<file path="src/hw/rtl/far_ram.sv">
// Generic single-port RAM with registered read.
module far_ram #(
    parameter int WIDTH = 8,
    parameter int DEPTH = 256
) (
    input  logic                     i_clk,
    input  logic                     i_en,
    input  logic                     i_we,
    input  logic [$clog2(DEPTH)-1:0] i_addr,
    input  logic [WIDTH-1:0]         i_wdata,
    output logic [WIDTH-1:0]         o_rdata
);

    logic [WIDTH-1:0] r_mem [DEPTH];
    logic [WIDTH-1:0] r_rdata;

    always_ff @(posedge i_clk) begin
        if (i_en) begin
            if (i_we) begin
                r_mem[i_addr] <= i_wdata;
            end else begin
                r_rdata <= r_mem[i_addr];
            end
        end
    end

    assign o_rdata = r_rdata;

endmodule

</file>
<file path="config.mk">
export PLATFORM = sky130hd
export DESIGN_NAME = far_ram
export DESIGN_NICKNAME = d
export VERILOG_FILES = /design/src/hw/rtl/far_ram.sv
export SDC_FILE = /design/constraint.sdc
export NUM_CORES = 2
export LEC_CHECK = 0
export BUFFER_PORTS_ARGS = -buffer_cell sky130_fd_sc_hd__buf_2
export CORE_UTILIZATION = 60
export CTS_CLUSTER_DIAMETER = 60
export DETAILED_ROUTE_END_ITERATION = 8
export PLACE_DENSITY = 0.74
export SLEW_MARGIN = 20
export SYNTH_ARGS = -nofsm -noshare
export SYNTH_HDL_FRONTEND = slang
export SYNTH_SLANG_ARGS = --single-unit
</file>
<file path="constraint.sdc">
create_clock -name i_clk -period 4 [get_ports i_clk]
set_input_delay 0.8 -clock i_clk [delete_from_list [all_inputs] [get_ports i_clk]]
set_output_delay 0.8 -clock i_clk [all_outputs]
set_load 0.05 [all_outputs]
</file>
# Word level (Yosys, flattened, before mapping)
# Memories as Yosys holds them, arrays and structs flattened. A register that Yosys moved wholly into a read port is not among the register bits.
# Index checks and enable logic that the tools add are counted.
word_totals:
  regBits: 0
  mem_bits_rw: 2048
  inputBits: 19
  out_inout_bits: 8
  wordCells: 6
  mem_count: 1
mem_list:
  columns: ["name", "words", "word_bits", "rd", "rd_clocked_by_memory_dff", "wr", "line", "source"]
  rows:
  - ["r_mem", 256, 8, 1, 1, 1, "14", "logic [WIDTH-1:0] r_mem [DEPTH];"]
op_classes:
  n_mux: 3
  bitwise_logic: 1
  n_reduce_logical: 1
op_table:
  columns: ["op", "n"]
  rows:
  - ["$mux W1", 3]
  - ["$reduce_and A2 Y1", 1]
  - ["$not A1 Y1", 1]

# Depth between registers and ports, before layout
depth:
  depth_word: 3
  depth_mapped: 9
  mapped_depth_nobuf: 5

# Least setup slack after synthesis
# Ideal clock, no wire load.
synth_path:
  path_type: "input port to flip-flop"
  startpoint: "input port i_addr[0]"
  endpoint: "memory r_mem[117][0], enable pin"
  setup_time_ps: 370
  arrival_time_ps: 2725
  t_required_ps: 3630
  path_slack_ps: 905
  path_stages: 8
  path_buffers: 5
  path_cell_list: "buf_2 > buf_6 > buf_2 > buf_2 > nor3b_1 > nand2_1 > clkbuf_1 > nor2_1"
synth_lines:
  columns: ["item", "line", "source"]
  rows:
  - ["from (decl)", "9", "input logic [$clog2(DEPTH)-1:0] i_addr,"]
  - ["to (decl)", "14", null]
# Straight into the memory's write port.

==> results.tsv <==
metric	value	unit
outcome	finished, final reports clean	
synth_top_flop_cell	edfxtp_1	
netSwitchingPower	9.09	mW
switching_share	20.8	%
post_synth_inst_count	3526	
gp_congestion	0.909	
grt_usage	29.9	%
cts.hold.buffers_added	0	
number_of_max_capacitance_violations_reported	0	
vdd.ir_drop.worst	0.000487	V
multi_input_combinational_cell_area	0.0157	mm2
boundaryPins	27	
floorplan.die.width	363	um
post-synth-top-count-cell	edfxtp_1	
numCtsBuffers	194	
holdPathEnd	r_mem[24][6]$_DFFE_PP_	
worstRegToRegCells	6	
total_core_area	0.129	mm2
clk_latency	0.82	ns
setup_tns	0	ns
cts_root_buf	clkbuf_16	
timing.critical_path.fanout_max	34	
hold_viol_final	0	
seqPwrFrac	54.3	%
fin_crit_sh	90.9	%
crit_start	i_addr[0]	
detail_route.vias_per_cell	6.81	
regToRegSetupSlack	0.88	ns
crit_path_capture_type	flip-flop	
cp.required	4.57	ns
drt.antenna.violating_nets	0	
clk_path_buf_depth	3	
max_slew.worst_pin.slew	1.24	ns
crit_arrival	4.21	ns
synth_async_sr_flop_share	0	%
worst_r2r_endpoint	o_rdata[2]$_DFFE_PP_	
finalPower	43.8	mW
post-route-drc-count	0	
power.share.combinational	4.7	%
grt_start_max_net_pins	145	
post_route_cells_drive_above_1_share	30.5	%
setup_crit_path_kind	input pin to flip-flop	
timing.hold.worst_path_depth	1	
clkSlewWorstSetupHoldPaths	0.06	ns
min-delay-start	i_wdata[6]	
dr.first_iter.drc_count	6017	
netlist_area	0.0784	mm2
totalWireLength	193	mm
rsz0062_at_grt	no	
r2r_start	r_mem[12][2]$_DFFE_PP_	
fillerInstances	7524	
worst_setup_path_start_kind	input pin	
synth-edff-count	2056	
netlist_top_cells_area	edfxtp_1 (79%), mux4_2 (15%), a22oi_1 (2.5%), nor2_1 (1.2%), a21oi_1 (0.82%)	
synth_top_area_share	78.8	%
final_cell_count_no_fill	5883	
synth_sequential_area_ratio	78.8	%
seqCellArea	0.0617	mm2
synth_cell_types	21	
start_util	60.5	%
min_path_type	input pin to flip-flop	
finish.net_count	3992	
grt.overflow.total	0	
share_clk_of_total_power	41.1	%
number_of_antenna_violations_at_the_first_check_in_global_routing	9	
drt-wirelength-per-cell	32.8	um
tritoncts_clock_tree	done	
syn_nets	3545	
synth_warnings	0	
timing_max_transition_violations_final	0	
dieHeight	363	um
grt_first_pass_wirelength	281	mm
post-cts-setup-buffer-count	0	
yosys-top-cells-count	edfxtp_1 (2,056), mux4_2 (512), nor2_1 (259), a22oi_1 (256), clkbuf_1 (143)	
powerDensity	487	mW/mm2
htree_num_levels	4	
setup_viol	0	
postSynthAreaPerCell	22.2	um2
row_count	132	
vias	40000	
hpwlAfterDp	116	mm
power_leakage	28.3	nW
fmax	275	MHz
yosys.area.top_type	edfxtp_1	
post-route-worst-setup-slack	0.365	ns
ys_seq_elements	2056	
cts_resized	0	
max-slew-margin-rel	16.4	%
finalWorstPathRequiredPeriod	3.64	ns
area_growth_syn_to_layout	14.7	%
internal_power	34.7	mW
drt-pass1-iter-count	6	
first_global_vias	40800	
sink_count_of_the_clock_tree	2056	
numPlacedInstances	5519	
clock_skew	0.0285	ns
die_area	0.132	mm2
numPortBuffers	26	
post-place-ws	-0.368	ns
-- cell type report --
type	instances	area share, %
clock inverter	114	1.13
antenna	5	0.0139
timing repair buffer	476	4.60
multi-input combinational	1245	17.4
clock buffer	245	5.75
tap	1742	2.42
sequential	2056	68.6
-- cell families after synthesis --
| family | Yosys count | share of synthesized area [%] |
|---|---|---|
| compound gates | 416 | 3.63 |
| buf+inv | 225 | 1.28 |
| mux | 512 | 14.7 |
| flops | 2056 | 78.8 |
| simple gates | 317 | 1.61 |
-- worst max path at each step --
stage / to / slack, ns / cells past startpoint
5_1_grt: o_rdata[5]$_DFFE_PP_ / 0.37 / 9
6_report: o_rdata[2]$_DFFE_PP_ / 0.36 / 9
2_1_floorplan: r_mem[117][0]$_DFFE_PP_ / 0.90 / 8
4_1_cts: o_rdata[4]$_DFFE_PP_ / 0.44 / 9
3_3_place_gp: o_rdata[2]$_DFFE_PP_ / -0.41 / 9
3_5_place_dp: o_rdata[2]$_DFFE_PP_ / -0.37 / 9
-- through the flow --
step / util, % / cell area, um2 / hold WS, ns
final: 69.5 / 89900 / 0.465
after global routing: 69.4 / 89900 / 0.472
after CTS: 69.4 / 89900 / 0.450
after detailed placement: 64.7 / 83700 / 1.02
after floorplan: - / 78400 / 0.896
after global placement: 64.7 / 83700 / 1.03
-- critical path, stage by stage --
cell and delay (ns):
buf_8 0.35, buf_12 0.27, buf_4 0.18, mux4_2 0.54
a22oi_1 0.35, a21oi_1 0.21, o41ai_1 1.11, buf_4 0.25
nand4_1 0.08
-- state kept, by name (all words and copies together) (netlist names) --
register,count
o_rdata,8
r_mem,2048
-- cells in the final DEF (no fill, tap or decap), types with 30 or more instances in the layout --
cell type     n
clkbuf_16   200
clkinv_1     48
buf_4       407
a22oi_1     256
clkinv_2     32
a21oi_1     128
edfxtp_1   2056
clkbuf_1     45
o41ai_1      30
mux4_2      512
nand2_1      30
buf_12       43
nor2_1      258
-- power by group through the flow --
stage / clock (mW) / combinational (mW) / sequential [mW]
final: 18.0 / 2.04 / 23.7
after global routing: 18.9 / 2.12 / 23.7
after CTS: 18.1 / 2.03 / 23.7
after detailed placement: 0 / 2.01 / 24.2
after global placement: 0 / 1.94 / 24.2
after floorplan: 0 / 1.02 / 24.2
-- layer usage --
| metal | part of all wire [%] | up-vias | routed length [um] | track usage (%) |
|---|---|---|---|---|
| li1 | - | 15900 | - | - |
| met1 | 36 | 21000 | 70300 | 41.7 |
| met2 | 49 | 2716 | 93700 | 46.9 |
| met3 | 11 | 453 | 21200 | 6.66 |
| met4 | 3.9 | 8 | 7540 | 11.4 |
| met5 | 0.034 | - | 66 | 0 |
Note: power is estimated with default switching activity, not from simulation.
