File: src/hw/rtl/far_pkg.sv
// Shared constants, codes and types of the frame allocator.
package far_pkg;

    localparam int FRAME_COUNT = 16;
    localparam int FRAME_BYTES = 256;

    localparam int FRAME_W   = $clog2(FRAME_COUNT);
    localparam int OFFS_W    = $clog2(FRAME_BYTES);
    localparam int MEM_DEPTH = FRAME_COUNT * FRAME_BYTES;
    localparam int MEM_AW    = $clog2(MEM_DEPTH);

    localparam logic [8:0]  FRAME_LIM = 9'(FRAME_COUNT);
    localparam logic [12:0] OFFS_LIM  = 13'(FRAME_BYTES);

    localparam logic signed [15:0] NO_PAGE = -16'sd1;

    typedef enum logic [2:0] {
        REQ_ALLOC   = 3'd0,
        REQ_FREE    = 3'd1,
        REQ_READ    = 3'd2,
        REQ_WRITE   = 3'd3,
        REQ_GET_MAP = 3'd4,
        REQ_SET_MAP = 3'd5
    } t_req_code;

    localparam logic [1:0] ST_DONE   = 2'd0;
    localparam logic [1:0] ST_RANGE  = 2'd1;
    localparam logic [1:0] ST_VICTIM = 2'd2;

    typedef struct packed {
        logic [2:0]         req_type;
        logic [7:0]         frame_index;
        logic               frame_ok;
        logic               offs_ok;
        logic signed [15:0] page_number;
    } t_cmd;

    typedef struct packed {
        logic [7:0]         frame_out;
        logic [7:0]         read_data;
        logic signed [15:0] mapped_page;
        logic [1:0]         status;
    } t_result;

endpackage

File: src/hw/rtl/far_table.sv
// Frame flags, frame-to-page map, victim pointer and result formation.
module far_table import far_pkg::*; (
    input  logic    i_clk,
    input  logic    i_rst_n,
    input  logic    i_fire,
    input  t_cmd    i_cmd,
    input  logic [7:0] i_rdata,
    output t_result o_result
);

    logic [FRAME_COUNT-1:0] r_used, n_used;
    logic signed [15:0]     r_page [FRAME_COUNT];
    logic signed [15:0]     n_page [FRAME_COUNT];
    logic [FRAME_W-1:0]     r_victim, n_victim;
    logic [FRAME_W-1:0]     free_idx;
    logic [FRAME_W-1:0]     fsel;
    logic                   any_free;
    t_result                res;

    assign fsel     = i_cmd.frame_index[FRAME_W-1:0];
    assign any_free = ~&r_used;

    // lowest free frame wins
    always_comb begin
        free_idx = '0;
        for (int f = FRAME_COUNT - 1; f >= 0; f--) begin
            if (!r_used[f]) begin
                free_idx = FRAME_W'(f);
            end
        end
    end

    always_comb begin
        n_used          = r_used;
        n_page          = r_page;
        n_victim        = r_victim;
        res.frame_out   = '0;
        res.read_data   = '0;
        res.mapped_page = NO_PAGE;
        res.status      = ST_DONE;
        case (i_cmd.req_type)
            REQ_ALLOC: begin
                if (any_free) begin
                    n_used[free_idx] = 1'b1;
                    res.frame_out    = 8'(free_idx);
                end else begin
                    res.frame_out = 8'(r_victim);
                    res.status    = ST_VICTIM;
                    if (r_victim == FRAME_W'(FRAME_COUNT - 1)) begin
                        n_victim = '0;
                    end else begin
                        n_victim = r_victim + 1'b1;
                    end
                end
            end
            REQ_FREE: begin
                if (i_cmd.frame_ok) begin
                    n_used[fsel] = 1'b0;
                    n_page[fsel] = NO_PAGE;
                end else begin
                    res.status = ST_RANGE;
                end
            end
            REQ_READ: begin
                if (i_cmd.frame_ok && i_cmd.offs_ok) begin
                    res.read_data = i_rdata;
                end else begin
                    res.status = ST_RANGE;
                end
            end
            REQ_WRITE: begin
                // the byte store was written when the request was taken
                if (!(i_cmd.frame_ok && i_cmd.offs_ok)) begin
                    res.status = ST_RANGE;
                end
            end
            REQ_GET_MAP: begin
                if (i_cmd.frame_ok) begin
                    res.mapped_page = r_page[fsel];
                end else begin
                    res.status = ST_RANGE;
                end
            end
            REQ_SET_MAP: begin
                if (i_cmd.frame_ok) begin
                    n_page[fsel] = i_cmd.page_number;
                end else begin
                    res.status = ST_RANGE;
                end
            end
            default: begin
                res.status = ST_RANGE;
            end
        endcase
    end

    always_ff @(posedge i_clk) begin
        if (!i_rst_n) begin
            r_used   <= '0;
            r_victim <= '0;
            for (int f = 0; f < FRAME_COUNT; f++) begin
                r_page[f] <= NO_PAGE;
            end
        end else if (i_fire) begin
            r_used   <= n_used;
            r_victim <= n_victim;
            r_page   <= n_page;
        end
    end

    assign o_result = res;

endmodule

File: config.mk
export PLATFORM = sky130hd
export DESIGN_NAME = far_table
export DESIGN_NICKNAME = d
export VERILOG_FILES = /design/src/hw/rtl/far_pkg.sv /design/src/hw/rtl/far_table.sv
export SDC_FILE = /design/constraint.sdc
export NUM_CORES = 1
export LEC_CHECK = 0
export BUFFER_PORTS_ARGS = -buffer_cell sky130_fd_sc_hd__buf_4
export CORE_UTILIZATION = 61
export CTS_CLUSTER_DIAMETER = 120
export CTS_CLUSTER_SIZE = 30
export DETAILED_ROUTE_END_ITERATION = 12
export GPL_TIMING_DRIVEN = 0
export MAX_ROUTING_LAYER = met4
export PLACE_DENSITY = 0.8
export SYNTH_ARGS = -nofsm -noshare
export SYNTH_HDL_FRONTEND = slang
export SYNTH_SLANG_ARGS = --single-unit
File: constraint.sdc
create_clock -name i_clk -period 1.85 [get_ports i_clk]
set_input_delay 0.0925 -clock i_clk [delete_from_list [all_inputs] [get_ports i_clk]]
set_output_delay 0.0925 -clock i_clk [all_outputs]
set_load 0.03 [all_outputs]
### Word level (Yosys, flattened, before mapping)

Cells that the tools add are included.
W data, S select, Z words.

| storage, ports and cells | value |
|---|---|
| flip-flop bits (word level) | 276 |
| bits of input ports | 40 |
| word-level logic and storage cells | 95 |

| operators by class | value |
|---|---|
| $add $sub $neg | 1 |
| order comparisons | 6 |
| equality and inequality tests | 9 |
| multiplexer cells | 43 |
| bitwise logic cells | 5 |
| reductions and logical operators | 13 |

Operators with widths:

| operator | number |
|---|---|
| $mux W256 | 2 |
| $pmux W256 S2 | 1 |
| $bwmux W256 | 1 |
| $or A256 B256 Y256 | 1 |
| $mux W16 | 7 |
| $mux W4 | 18 |
| $bmux W16 S4 | 1 |
| $demux W16 S4 | 1 |
| $pmux W16 S2 | 1 |
| $mux W8 | 3 |
| $reduce_and A18 Y1 | 1 |
| $and A16 B16 Y16 | 1 |
| $not A16 Y16 | 1 |
| $or A16 B16 Y16 | 1 |
| $reduce_and A16 Y1 | 1 |
| $lt A4 B5 Y1 const B | 2 |
| $demux W1 S4 | 2 |
| $ge A4 B1 Y1 const B | 2 |
| $reduce_and A4 Y1 | 2 |
| $eq A3 B2 Y1 const B | 2 |
| $eq A3 B3 Y1 const B | 2 |
| $ne A2 B2 Y1 const B | 3 |
| $pmux W2 S3 | 1 |
| $ge A5 B5 Y1 const B | 1 |
| 12 further kinds | 19 |

### Depth between registers and ports, before layout

Gate-level depths: netlist of run 1.

| depth | value |
|---|---|
| word-level depth | 23 |
| gate-level depth with buffers | 9 |
| gate-level depth less buffers | 6 |

### Least setup slack after synthesis of run 1

Ideal clock, no wire load.

| timing path | value |
|---|---|
| kind | register to register |
| from | register r_used[9] |
| to | register r_victim[0] |
| setup time | 0.070 ns |
| arrival time | 1.777 ns |
| data required time | 1.780 ns |
| path slack | 0.003 ns |
| cell stages (with the launch flop) | 7 |
| path buffers | 0 |
| period minus slack after synthesis | 1.847 ns |
| cells stage by stage | dfxtp_1 -> nand2_1 -> or3_1 -> nor3_4 -> nand2_2 -> a311o_1 -> a21boi_1 |

| between the ends | value |
|---|---|
| cells in the longest elaborated chain, start to end | 1 |

Ends and longest elaborated chain:

| item | line | source |
|---|---|---|
| start, declared | far_table.sv:11 | `logic [FRAME_COUNT-1:0] r_used, n_used;` |
| start signal, assigned | far_table.sv:105 | `r_used <= n_used;` |
| $reduce_and A18 Y1 (no line) | -- |  |
| end signal, assigned | far_table.sv:106 | `r_victim <= n_victim;` |
| end, declared | far_table.sv:14 | `logic [FRAME_W-1:0] r_victim, n_victim;` |

Every way passes these cells.
A chain may end at the register's enable or synchronous reset.

==> summary.txt, run 1 <==
outcome: complete, but fails checks
failing checks: negative setup slack
final setup violation count: 25
synthesized flop and latch total: 276
post-synth cell types: 44
DRT iter0 DRCs: 1385
hold wc startpoint: i_cmd[11]
critical path peak fanout: 2
DP Worst Slack: -0.384 ns
Layout Cells excl Fill: 1541
Initial Util: 63.1%
top_reg_cell synth: dfxtp_1
first-pass GRT wire length: 55.0 mm
Ports: 74
part of the power in registers: 60.6%
Critical Path Max Stage Delay: 0.53 ns
EDFF count, synth: 0
Post-DP HPWL: 25.9 mm
drt first pass iters: 5
number of max-cap violations: 0
clock power share: 32.8%
die height: 142 um
WS Path Type: flip-flop to primary output
number of global-route vias before repair: 9532
CP cell instances: mux4_2, mux4_2, nand2b_4, buf_6
crit path DAT: 2.23 ns
Synth Cell Area: 12000 um^2
CTS tree: yes
layout cells sized above 1: 22.4%
Crit Reg-Reg Startpoint: r_used[13]
final instance area: 13500 um^2
setup ws final: -0.470 ns
RSZ-0062 raised after global routing: yes
final hold violations: 0
Routed Antenna Nets: 0
port bufs: 62
clock skew: 0.0148 ns
clock period minus worst slack: 2.32 ns
Residual DRC: 0
sequential share of the synthesized area: 46.2%
# placed instances: 1516
Skew-Pair Late Insertion Delay: 0.50 ns
sw frac: 24.0%
Placement Cell Area: 12800 um^2
Reg clk slew, reported paths: 0.11 ns
area growth from synthesis to layout: 13.0%
WL per Instance: 23.7 um
combinational power share: 6.6%
number of vias per cell: 6.63
nets@finish: 1323
Int Power: 0.00750 W
depth of the most critical reg-to-reg path: 8
hold slack: 0.0259 ns
# fillers: 1398
Final Slew Violations: 0
grt total ovfl: 0
deepest clock path buffer count: 3
GRT Total Usage: 37.3%
via count: 10.2k
relative slew slack: 21.7%
Hold Crit Depth: 3
DIE WIDTH: 142 um
htree depth: 1
CP required: 1.76 ns
synth warn: 0
Async SR Flop Fraction: 0%
Hold Crit Class: input pin to flip-flop
Mean Syn Cell Area: 10.0 um^2
slowest cell on the critical path: mux4_2
Critical Path Source Type: flip-flop
Row Count: 50
ANT cells: 0
CP dominant cell by count: mux4_2
maximum vdd ir drop: 0.650 mV
area of the multi-input gates: 6000 um^2
die footprint: 20200 um^2
Power Dens Cells: 730 nW/um^2
final cell utilization of the core: 71.3%
worst slew pin tran: 1.17 ns
Num CTS Buffers: 13
Cells after Synth: 1191
most frequent cells in the layout: 295 x nand2_1, 257 x o211ai_1, 253 x dfxtp_1, 80 x mux4_2, 72 x clkbuf_1
total wire length: 36.6 mm
largest net degree at the start of global routing: 31
Hold Path End: r_page[219]
core area: 19000 um^2
nature of the critical path endpoint: primary output
commonest non-fill, non-tap cell in the layout: nand2_1
Fmax: 431 MHz
worst setup path start: r_page[196]
GP Congestion: 0.938
register area: 5560 um^2
Psw: 0.00237 W
crit share post-route: 125%
Sink Count: 276
Static Leak: 6.02 nW
terminus of the critical flop-to-flop path: r_victim[0]
initial antenna violation count: 0
root buf cell: clkbuf_16
flop2flop setup slack: -0.05 ns
synth_stat cells (all sizes together), types with 2 or more instances:
cell type,count,area [um^2]
buf,51,318
nor3b,5,37.5
a21boi,9,67.6
nor2b,7,43.8
nor3,6,46.3
o221a,4,45.0
inv,8,30.0
and2,11,68.8
o21ai,5,25.0
a21oi,11,55.1
mux4,80,1840
nor2,29,109
and4,2,17.5
nand2b,23,144
nand3,8,40.0
a32o,6,60.1
dfxtp,276,5530
clkbuf,74,278
o211ai,257,1930
nand2,299,1120
o221ai,4,35.0
and3,2,12.5
kinds of logic after synthesis:
logic type | synth area share, %
xor gates and xnor gates | 0.0733
adders and majority gates | 0.105
buffers and inverters | 5.23
DFF | 46.2
other | 0.0314
and+or+nand+nor | 13.9
muxes | 15.4
AOI/OAI and AO/OA | 19.1
per-stage QoR:
step                total power, W  TNS [ns]
global placement           0.00672    -45.05
finish                     0.00986     -7.34
detailed placement         0.00673    -47.90
floorplan                  0.00650         0
CTS                        0.00984     -7.42
global route                0.0101    -11.03
critical path: cells and delay by family, from the launching register on:
kind          cells  cell delay, ns
mux               2            1.05
simple gates      1            0.16
buf+inv           1            0.17
flops             1            0.34
worst max path at each step:
| stage | endpoint | slack [ns] | depth (start not counted) |
|---|---|---|---|
| 2_1_floorplan | r_victim[0] | 0.003 | 6 |
| 3_3_place_gp | o_result[7] | -0.38 | 7 |
| 3_5_place_dp | o_result[4] | -0.38 | 7 |
| 4_1_cts | o_result[4] | -0.48 | 4 |
| 5_1_grt | o_result[6] | -0.48 | 4 |
| 6_report | o_result[6] | -0.47 | 4 |
power groups by stage:
stage	clock (W)	sequential (W)	combinational (W)
3_3_place_gp	0	0.00611	0.000613
3_5_place_dp	0	0.00611	0.000620
5_1_grt	0.00343	0.00598	0.000686
2_1_floorplan	0	0.00611	0.000394
4_1_cts	0.00324	0.00597	0.000629
6_report	0.00323	0.00598	0.000656
flip-flops by register name, summed over array words and instances (netlist names):
signal,cells
r_page,256
r_victim,4
r_used,16
layer usage:
| metal | share of wire, % | track usage (%) | wire length, um | vias to the layer above |
|---|---|---|---|---|
| met5 | 0 | - | 0 | - |
| met4 | 3.6 | 13.1 | 1300 | 0 |
| met3 | 9.8 | 5.38 | 3570 | 93 |
| met2 | 47 | 57.8 | 17300 | 589 |
| met1 | 39 | 50.2 | 14400 | 4998 |
| li1 | - | - | - | 4532 |
cell type report:
class / instances / area share (%)
inverters: 8 / 0.222
repair buffers: 73 / 4.75
well taps: 260 / 2.41
clock buffers: 13 / 2.41
plain buffers: 125 / 4.43
flip-flops and latches: 276 / 41.1
clock inverters: 1 / 0.222
multi-input cells: 785 / 44.4
what timing repair did:
item | 4_1_cts | 5_1_grt
hold buffers | 1 | 0
resized for setup | 55 | 50
pin swaps | 10 | 7
cloned | 0 | 0
hold endpoints to repair | 3 | 0
buffers inserted | 7 | 3
endpoints found under the setup margin | 23 | 84
Note: power is estimated with default switching activity, not from simulation.
==> inputs of run 2 (changes only) <==
--- a/config.mk
+++ b/config.mk
@@ -13,5 +13,5 @@
 export GPL_TIMING_DRIVEN = 0
 export MAX_ROUTING_LAYER = met4
-export PLACE_DENSITY = 0.8
+export PLACE_DENSITY = 0.78
 export SYNTH_ARGS = -nofsm -noshare
 export SYNTH_HDL_FRONTEND = slang
==> constraint.sdc (replaced) <==
create_clock -name i_clk -period 1.85 [get_ports i_clk]
set_input_delay 0.37 -clock i_clk [delete_from_list [all_inputs] [get_ports i_clk]]
set_output_delay 0.37 -clock i_clk [all_outputs]
set_load 0.03 [all_outputs]
==> run 2 against run 1 <==
  * The run still ends with negative setup slack left
  * Clock-buffer cell count is the same
  * Global-route usage increased by 0.93 points
  * Sequential power about the same
  * Sequential cell count unchanged
  * Register-to-register slack gained 0.02 ns
  * Critical path type unchanged
  * Largest cell class unchanged
  * Largest power group unchanged
  * Highest routed layer unchanged
==> summary.txt, run 2 (synthesis gave the netlist of run 1 again) <==
depth of the most critical reg-to-reg path: 8 (unchanged)
Row Count: 50 (unchanged)
Critical Path Source Type: flip-flop
Hold Crit Depth: 3 (unchanged)
DP Worst Slack: -0.772 ns (-0.388 ns)
nets@finish: 1330 (+0.53%)
register name with the most flops: r_page
grt total ovfl: 0 (unchanged)
initial antenna violation count: 1 (+1)
Routed Antenna Nets: 0 (unchanged)
largest net degree at the start of global routing: 31 (unchanged)
biggest regs: r_page: 256 flops, r_used: 16 flops, r_victim: 4 flops
WP buf/inv: 1 (unchanged)
hold_buf cts: 0 (-1)
Post-DP HPWL: 26.2 mm (+1.2%)
GP Congestion: 0.932 (-0.68%)
layout cells sized above 1: 26.3% (+3.9 points)
nature of the critical path endpoint: primary output
Final Slew Violations: 0 (unchanged)
crit share post-route: 139% (+14 points)
via count: 10.3k (+0.69%)
core area: 19000 um^2 (unchanged)
CP dominant cell by count: mux4_2
area growth from synthesis to layout: 15.7%
drt first pass iters: 7 (+2)
Residual DRC: 0 (unchanged)
Setup TNS: -12.47 ns (-5.13 ns)
cell family with most CP delay: multiplexers
most frequent cells in the layout: 294 x nand2_1, 257 x o211ai_1, 241 x dfxtp_1, 80 x mux4_2, 67 x buf_4
highest metal used: met4
deepest clock path buffer count: 3 (unchanged)
clock skew: 0.0115 ns (-0.00330 ns)
CP required: 1.48 ns (-0.28 ns)
Static Leak: 6.17 nW (+2.4%)
failing checks: negative setup slack
Fmax: 388 MHz (-9.9%)
Ports: 74 (unchanged)
met1 wire length: 14.1 mm (-1.7%)
total wire length: 36.8 mm (+0.63%)
post-layout power: 0.00991 W (+0.42%)
relative slew slack: 43.3% (+22 points)
final hold violations: 0 (unchanged)
Skew-Pair Late Insertion Delay: 0.49 ns (about the same)
slowest cell on the critical path: mux4_2
root buf cell: clkbuf_16
Worst path depth: 4 (unchanged)
commonest non-fill, non-tap cell in the layout: nand2_1
number of global-route vias before repair: 9999 (+4.9%)
Critical Path Max Stage Delay: 0.53 ns (about the same)
CTS tree: yes
final setup violation count: 23 (-8.0%)
clock period minus worst slack: 2.58 ns (+0.256 ns)
first-pass GRT wire length: 56.4 mm (+2.5%)
WS Path Type: flip-flop to primary output
DIE WIDTH: 142 um (unchanged)
Largest register FFs: 256 (unchanged)
die height: 142 um (unchanged)
setup ws final: -0.725 ns (-0.256 ns)
worst slew pin tran: 0.851 ns (-0.317 ns)
number of vias per cell: 6.64 (+0.17%)
crit path DAT: 2.21 ns (-0.02 ns)
maximum vdd ir drop: 0.845 mV (+30%)
Num CTS Buffers: 13 (unchanged)
number of max-cap violations: 0 (unchanged)
met3 WL post-DR: 3.58 mm (+0.39%)
RSZ-0062 raised after global routing: yes
GRT Total Usage: 38.2% (+0.93 points)
Reg clk slew, reported paths: 0.11 ns (about the same)
Sink Count: 276 (unchanged)
htree depth: 1 (unchanged)
Hold Crit Class: input pin to flip-flop
WL met2: 17.7 mm (+2.3%)
Power Dens Cells: 716 nW/um^2 (-2.0%)
die footprint: 20200 um^2 (unchanged)
CP cell instances: mux4_2, mux4_2, nand2b_4, buf_6
DRT iter0 DRCs: 1015 (-27%)
critical path peak fanout: 2 (unchanged)
port bufs: 62 (unchanged)
WL per Instance: 23.7 um (+0.11%)
Initial Util: 63.1% (unchanged)
outcome: complete, but fails checks
## run 2: cell count changes in the layout (fill, tap and decap cells not counted), moves of 10 or more
cell and delta:
buf_4 +12, clkbuf_1 -10, dfxtp_1 -12, dfxtp_2 +10
nor2_1 -18, nor2_4 +11
## run 2: area by class of cell
type,count,area [um^2]
Timing Repair Buffer,80,696
Fill cell,1371,5120
Tap cell,260,325
Antenna cell,1,2.50
Inverter,8,30.0
Multi-Input combinational cell,785,6150
Clock inverter,1,30.0
Clock buffer,13,325
Buffer,125,697
Sequential cell,276,5580
## run 2: path summary, 6_finish.rpt
| check | startpoint | to | slack [ns] |
|---|---|---|---|
| min | i_fire | r_victim[1] | 0.19 |
| max | r_page[244] | o_result[6] | -0.73 |
| min reg2reg | r_page[70] | r_page[70] | 0.48 |
| max reg2reg | r_used[8] | r_victim[0] | -0.03 |
## run 2: timing repair
action                     4_1_cts  5_1_grt
setup buffers                   14        4
pin swaps                        8        3
setup endpoints to repair      155      179
hold endpoints to repair         0        0
resized for setup               89       62
## run 2: power by group
| part | internal (W) | total [W] | switching [W] | leakage (nW) |
|---|---|---|---|---|
| clock network | 0.00131 | 0.00323 | 0.00191 | 0.172 |
| logic | 0.000248 | 0.000705 | 0.000457 | 3.77 |
| registers | 0.00596 | 0.00597 | 0.0000137 | 2.23 |
| total | 0.00752 | 0.00991 | 0.00238 | 6.17 |
## run 2: worst register-to-register path: cells and delay by family, from the launching register on
family | cells | cell delay [ns]
flops | 1 | 0.38
buf+inv | 2 | 0.29
simple gates | 4 | 0.71
compound gates | 2 | 0.44
## run 2: routing by layer
layer | global-route usage (%) | vias to the layer above
met2 | 61.0 | 601
met4 | 14.9 | 0
li1 | - | 4549
met3 | 7.03 | 90
met1 | 48.3 | 5042
met5 | - | -
## run 2: stage by stage
step / cell area (um^2) / utilization, % / hold slack [ns] / std cells
2_1_floorplan: 12200 / - / 0.447 / 1194
3_3_place_gp: 12900 / 68.3 / 0.458 / 1516
3_5_place_dp: 12900 / 68.3 / 0.466 / 1516
4_1_cts: 13600 / 71.9 / 0.184 / 1544
5_1_grt: 13800 / 73.0 / 0.193 / 1549
6_report: 13800 / 73.0 / 0.187 / 1549
